## src/rtl/bcdasc_pkg.sv

```systemverilog
// Package for the BCD add/subtract/compare block.
// Holds digit constants and the per-lane result struct; no dependencies.
package bcdasc_pkg;

  localparam int NIBBLES   = 16;
  localparam int DIGITS    = 16;
  localparam int WORD_W    = 4 * NIBBLES;
  localparam logic [4:0] DIGIT_MAX = 5'd9;
  localparam logic [4:0] RADIX     = 5'd10;

  typedef enum logic {
    OP_ADD = 1'b0,
    OP_SUB = 1'b1
  } op_t;

  // One digit lane: result digit for carry/borrow in of 0 and 1,
  // generate/propagate of the carry chain, compare and check bits.
  typedef struct packed {
    logic [3:0] dig_c0;
    logic [3:0] dig_c1;
    logic       gen;
    logic       prop;
    logic       lt;
    logic       gt;
    logic       nz;
    logic       bad;
  } lane_t;

endpackage

```

## src/rtl/bcdasc_lane.sv

```systemverilog
// One decimal digit lane: forms both carry-in variants of the digit and
// the lane's carry, compare and check bits, then registers them. Uses bcdasc_pkg.
module bcdasc_lane
  import bcdasc_pkg::*;
(
  input  logic       clk,
  input  logic       en,
  input  logic       kind,
  input  logic [3:0] a_nib,
  input  logic [3:0] b_nib,
  output lane_t      lane_r
);

  lane_t      lane_nxt;
  logic [4:0] da;
  logic [4:0] db;
  logic [4:0] sum0;
  logic [4:0] sum1;
  logic [4:0] take1;
  logic [4:0] dif0;
  logic [4:0] dif1;
  logic       a_bad;
  logic       b_bad;

  always_comb begin
    a_bad = ({1'b0, a_nib} > DIGIT_MAX);
    b_bad = ({1'b0, b_nib} > DIGIT_MAX);
    da    = a_bad ? 5'd0 : {1'b0, a_nib};
    db    = b_bad ? 5'd0 : {1'b0, b_nib};
    sum0  = da + db;
    sum1  = sum0 + 5'd1;
    take1 = db + 5'd1;
    dif0  = (da >= db)    ? (da - db)    : (da + RADIX - db);
    dif1  = (da >= take1) ? (da - take1) : (da + RADIX - take1);

    lane_nxt.lt  = (da < db);
    lane_nxt.gt  = (da > db);
    lane_nxt.nz  = (da != 5'd0);
    lane_nxt.bad = a_bad | b_bad;

    unique case (op_t'(kind))
      OP_ADD: begin
        lane_nxt.gen    = (sum0 > DIGIT_MAX);
        lane_nxt.prop   = (sum0 == DIGIT_MAX);
        lane_nxt.dig_c0 = (sum0 > DIGIT_MAX) ? 4'(sum0 - RADIX) : sum0[3:0];
        lane_nxt.dig_c1 = (sum1 > DIGIT_MAX) ? 4'(sum1 - RADIX) : sum1[3:0];
      end
      OP_SUB: begin
        lane_nxt.gen    = (da < db);
        lane_nxt.prop   = (da == db);
        lane_nxt.dig_c0 = dif0[3:0];
        lane_nxt.dig_c1 = dif1[3:0];
      end
      default: begin
        lane_nxt = '0;
      end
    endcase
  end

  always_ff @(posedge clk) begin
    if (en) begin
      lane_r <= lane_nxt;
    end
  end

endmodule

```

## src/rtl/bcdasc_merge.sv

```systemverilog
// Merge stage: resolves the carry/borrow chain across all lanes with one
// binary add, picks each digit, derives compare/zero/check flags, registers. Uses bcdasc_pkg.
module bcdasc_merge
  import bcdasc_pkg::*;
(
  input  logic              clk,
  input  logic              en,
  input  lane_t             lanes [DIGITS],
  output logic [WORD_W-1:0] result_digits_r,
  output logic              carry_out_r,
  output logic              a_less_r,
  output logic              a_equal_r,
  output logic              a_greater_r,
  output logic              a_is_zero_r,
  output logic              invalid_digit_r
);

  logic [DIGITS-1:0] gen_v;
  logic [DIGITS-1:0] alive_v;
  logic [DIGITS-1:0] lt_v;
  logic [DIGITS-1:0] gt_v;
  logic [DIGITS-1:0] nz_v;
  logic [DIGITS-1:0] bad_v;
  logic [DIGITS-1:0] cin_v;
  logic [DIGITS:0]   chain;

  logic [WORD_W-1:0] result_digits_nxt;
  logic              carry_out_nxt;
  logic              a_less_nxt;
  logic              a_equal_nxt;
  logic              a_greater_nxt;
  logic              a_is_zero_nxt;
  logic              invalid_digit_nxt;

  always_comb begin
    for (int i = 0; i < DIGITS; i++) begin
      gen_v[i]   = lanes[i].gen;
      alive_v[i] = lanes[i].gen | lanes[i].prop;
      lt_v[i]    = lanes[i].lt;
      gt_v[i]    = lanes[i].gt;
      nz_v[i]    = lanes[i].nz;
      bad_v[i]   = lanes[i].bad;
    end
    // carry into digit i is the carry bit of gen + alive at position i
    chain = {1'b0, gen_v} + {1'b0, alive_v};
    cin_v = chain[DIGITS-1:0] ^ gen_v ^ alive_v;

    result_digits_nxt = '0;
    for (int i = 0; i < DIGITS; i++) begin
      result_digits_nxt[4*i +: 4] = cin_v[i] ? lanes[i].dig_c1 : lanes[i].dig_c0;
    end
    carry_out_nxt = chain[DIGITS];

    // highest differing digit wins: compare the lt/gt masks as integers
    a_less_nxt        = (lt_v > gt_v);
    a_greater_nxt     = (gt_v > lt_v);
    a_equal_nxt       = ~(|lt_v) & ~(|gt_v);
    a_is_zero_nxt     = ~(|nz_v);
    invalid_digit_nxt = |bad_v;
  end

  always_ff @(posedge clk) begin
    if (en) begin
      result_digits_r <= result_digits_nxt;
      carry_out_r     <= carry_out_nxt;
      a_less_r        <= a_less_nxt;
      a_equal_r       <= a_equal_nxt;
      a_greater_r     <= a_greater_nxt;
      a_is_zero_r     <= a_is_zero_nxt;
      invalid_digit_r <= invalid_digit_nxt;
    end
  end

endmodule

```

## src/rtl/bcd_add_sub_compare_top.sv

```systemverilog
// Top level of the BCD add/subtract/compare block.
// Instantiates the digit lanes (bcdasc_lane) and the merge stage (bcdasc_merge); uses bcdasc_pkg.
//
//   channel  dir  handshake             payload
//   in_      in   in_valid / in_ready   in_kind, in_operand_a, in_operand_b
//   out_     out  out_valid / out_ready out_result_digits, out_carry_out, out_a_less,
//                                       out_a_equal, out_a_greater, out_a_is_zero,
//                                       out_invalid_digit
//
// Two register stages: lane registers, then the merge/output register.
// One request per cycle unless both stages are full and out_ready is low; each request is
// registered in the lane registers, then in the merge/output register, which holds it until taken.
// Each stage holds while the stage after it is full and stalled; in_ready
// drops only when both stages are full and out_ready is low.
// Synchronous active-low reset clears the stage valid bits only.
module bcd_add_sub_compare_top
  import bcdasc_pkg::*;
(
  input  logic              clk,
  input  logic              rst_n,
  input  logic              in_valid,
  output logic              in_ready,
  input  logic              in_kind,
  input  logic [WORD_W-1:0] in_operand_a,
  input  logic [WORD_W-1:0] in_operand_b,
  output logic              out_valid,
  input  logic              out_ready,
  output logic [WORD_W-1:0] out_result_digits,
  output logic              out_carry_out,
  output logic              out_a_less,
  output logic              out_a_equal,
  output logic              out_a_greater,
  output logic              out_a_is_zero,
  output logic              out_invalid_digit
);

  logic  s1_valid_r;
  logic  s1_valid_nxt;
  logic  s2_valid_r;
  logic  s2_valid_nxt;
  logic  s2_ready;
  logic  s1_ready;
  logic  s1_en;
  logic  s2_en;
  lane_t lanes [DIGITS];

  always_comb begin
    s2_ready     = ~s2_valid_r | out_ready;
    s1_ready     = ~s1_valid_r | s2_ready;
    s1_en        = s1_ready;
    s2_en        = s2_ready;
    s1_valid_nxt = s1_ready ? in_valid : s1_valid_r;
    s2_valid_nxt = s2_ready ? s1_valid_r : s2_valid_r;
  end

  assign in_ready  = s1_ready;
  assign out_valid = s2_valid_r;

  always_ff @(posedge clk) begin
    if (!rst_n) begin
      s1_valid_r <= 1'b0;
      s2_valid_r <= 1'b0;
    end else begin
      s1_valid_r <= s1_valid_nxt;
      s2_valid_r <= s2_valid_nxt;
    end
  end

  for (genvar g = 0; g < DIGITS; g++) begin : g_lane
    bcdasc_lane u_lane (
      .clk    (clk),
      .en     (s1_en),
      .kind   (in_kind),
      .a_nib  (in_operand_a[4*g +: 4]),
      .b_nib  (in_operand_b[4*g +: 4]),
      .lane_r (lanes[g])
    );
  end

  bcdasc_merge u_merge (
    .clk             (clk),
    .en              (s2_en),
    .lanes           (lanes),
    .result_digits_r (out_result_digits),
    .carry_out_r     (out_carry_out),
    .a_less_r        (out_a_less),
    .a_equal_r       (out_a_equal),
    .a_greater_r     (out_a_greater),
    .a_is_zero_r     (out_a_is_zero),
    .invalid_digit_r (out_invalid_digit)
  );

endmodule
```

## config.mk

```make
export PLATFORM = sky130hd
export DESIGN_NAME = bcd_add_sub_compare_top
export DESIGN_NICKNAME = d
export VERILOG_FILES = /design/src/rtl/bcdasc_pkg.sv /design/src/rtl/bcdasc_lane.sv /design/src/rtl/bcdasc_merge.sv /design/src/rtl/bcd_add_sub_compare_top.sv
export SDC_FILE = /design/constraint.sdc
export NUM_CORES = 1
export LEC_CHECK = 0
export BUFFER_PORTS_ARGS = -buffer_cell sky130_fd_sc_hd__clkbuf_2
export CORE_UTILIZATION = 25
export CTS_BUF_LIST = sky130_fd_sc_hd__clkbuf_8
export DETAILED_ROUTE_END_ITERATION = 12
export SLEW_MARGIN = 20
export SYNTH_ARGS = -nofsm -noshare
export SYNTH_HDL_FRONTEND = slang
export SYNTH_HIERARCHICAL = 1
export SYNTH_SLANG_ARGS = --single-unit
```

## constraint.sdc

```tcl
create_clock -name clk -period 7.87 [get_ports clk]
set_clock_uncertainty 0.05 [all_clocks]
set_input_delay 0.787 -clock clk [delete_from_list [all_inputs] [get_ports clk]]
set_output_delay 0.787 -clock clk [all_outputs]
set_load 0.005 [all_outputs]
```

==> flow_summary.toml <==
[status]
outcome = "complete, no violations"

[worst_hold_path]
hp-start = "in_valid"
hold_path_end = "s1_valid_r"
hold_depth = 3
hold_class = "primary input to flip-flop"

[power]
clockPowerShare = 0.276
vdd_drop_max_mv = 0.122
pwr-share-comb = 0.388
p_switching_w = 0.00247
power_frac_seq = 0.336
internal-power_w = 0.00447
powerDensity_mw_per_mm2 = 193
switching_share = 0.356
p_leak_nw = 15.3

[critical_path]
r2r_slack_ns = 4.80
cp_top_family = "compound AO/OA/AOI/OAI gates"
worst-path-buf-inv = 1
cp_slowest_cell = "ha_1"
path_max_fanout = 10
path_cells = "clkbuf_2 -> o21ai_0 -> nand2_1 -> ha_1 -> nand2b_1 -> a21o_1 -> maj3_2 -> a21oi_1 -> xnor2_1 -> ha_1 -> a21oi_1 -> o211ai_1 -> o311ai_0 -> xnor3_1 -> nand2_1 -> o31a_1"
cp.arrival_ns = 4.61
required_ns = 8.36
regToRegEndpoint = "u_merge/result_digits_r[51]"
critPathKind = "primary input to flip-flop"
cp_slowest_stage_delay_ns = 0.52
startpoint_type = "primary input"
reg2regPathDepth = 7
r2r_start = "g_lane[1].u_lane/lane_r[4]"
critPathCaptureType = "flip-flop"

[logic_synthesis]
yosysWarnings = 6
syn_area_per_cell_sq_um = 9.77
synth.net_count = 3801
synth_area_sq_mm = 0.0317
netlist_instances = 3243

[global_route]
grt_pass1_vias = 23500
grt_use_total = 0.134
antenna_found_initial = 11
grt.overflow.total = 0
grt_pass1_wl_mm = 134
grt_max_degree = 148

[clock_tree]
cts_max_level = 3
cts_buffer_depth = 3
cts_tree = "done"
post-cts-setup-buffers = 0
cts_resized = 0
clkLatencyLatePin_ns = 0.67
root_buffer = "clkbuf_8"
numCtsBuffers = 66
clock_sinks = 291
ctsHoldBuffers = 0
clk_pin_slew_worst_paths_ns = 0.06

[floorplanning]
initial_core_util = 0.252
coreArea_sq_mm = 0.126
chipHeight_microns = 358
io_pins = 205
fp-row-count = 130
die-area_sq_mm = 0.128
fp.dieW_microns = 358

[placement]
portBuffers = 204
place_congestion = 0.865
hpwl_mm = 68.9
dpl.cell_count = 5042

[sta]
setup_viol = 0
maxSlewHeadroom = 0.271
worst_pin_slew_ns = 1.09
fmax_mhz = 242
fin_crit_sh = 0.524
period_minus_slack_ns = 4.12
rsz0062_at_grt = "no"
fin_tns_setup_ns = 0
final_hold_viol_count = 0
maxSlewViolCount = 0

[routing]
drc = 0
dr.pass1.iters = 5
wl_mm = 87.9
topRoutingLayerUsed = "met5"
wl_met1_mm = 41.3
met3_length_mm = 4.63
antenna_left = 0
routed_via_density = 4.77
via_count = 24600
dr_wl_met2_mm = 38.9
drt-wirelength-per-cell_microns = 17.0
drt-initial-drc-count = 1340

[final_layout]
syn_to_final_growth_pct = 13.3
layout.nets = 4018
final_common_cell = "ha_1"
largest_register_ffs = 219
stdcell_count = 5157
final_cell_mix = "394 x ha_1, 296 x inv_1, 289 x edfxtp_1"
drive_gt1_frac = 0.175
top_regs = "g_lane.u_lane/lane_r x219, u_merge/result_digits_r x64"
top_register = "g_lane.u_lane/lane_r"

[run]
cap_viol_max_count = 0
worst max path at each step:
stage,from,end,cells after the start
detailed placement,in_operand_b[57],g_lane[14].u_lane/lane_r[9],18
floorplan,out_ready,in_ready,2
CTS,in_operand_b[57],g_lane[14].u_lane/lane_r[9],18
finish,in_operand_a[41],g_lane[10].u_lane/lane_r[9],16
global route,in_operand_a[41],g_lane[10].u_lane/lane_r[9],16
global placement,in_operand_b[57],g_lane[14].u_lane/lane_r[9],18
final cells by class:
type | count | area (sq um)
clock buffers | 71 | 977
multi-input cells | 2582 | 21400
inverters | 296 | 1130
clock inverters | 40 | 413
flip-flops and latches | 291 | 8720
diodes | 4 | 10.0
fillers | 13200 | 89800
repair buffers | 223 | 1180
well taps | 1650 | 2060
power by group through the flow:
| stage | combinational [W] | sequential [W] | clock (W) |
|---|---|---|---|
| after floorplan | 0.00198 | 0.00226 | 0 |
| after global placement | 0.00265 | 0.00237 | 0 |
| after detailed placement | 0.00269 | 0.00237 | 0 |
| after CTS | 0.00271 | 0.00234 | 0.00202 |
| after global routing | 0.00300 | 0.00237 | 0.00207 |
| final | 0.00269 | 0.00233 | 0.00191 |
tightest hold or removal path: stages:
cell      delay (ns)
clkbuf_2        0.07
nand2_1         0.05
o21ai_2         0.04
per-stage QoR:
step           hold slack (ns)   util  setup WS [ns]  power, W  cell area [sq um]
2_1_floorplan            0.403      -           1.60   0.00424              31700
3_3_place_gp             0.359  0.274           2.97   0.00502              34500
3_5_place_dp             0.355  0.274           3.09   0.00506              34500
4_1_cts                  0.176  0.285           3.83   0.00707              35900
5_1_grt                  0.206  0.286           3.66   0.00744              35900
6_report                 0.293  0.286           3.75   0.00694              35900
metal layers:
metal  track usage  up-vias
met5             0        -
met4        0.0479        8
met3        0.0293      135
met2         0.211      548
met1         0.181    11600
li1              -    12300
No activity file was read; power rests on OpenSTA's default activity.
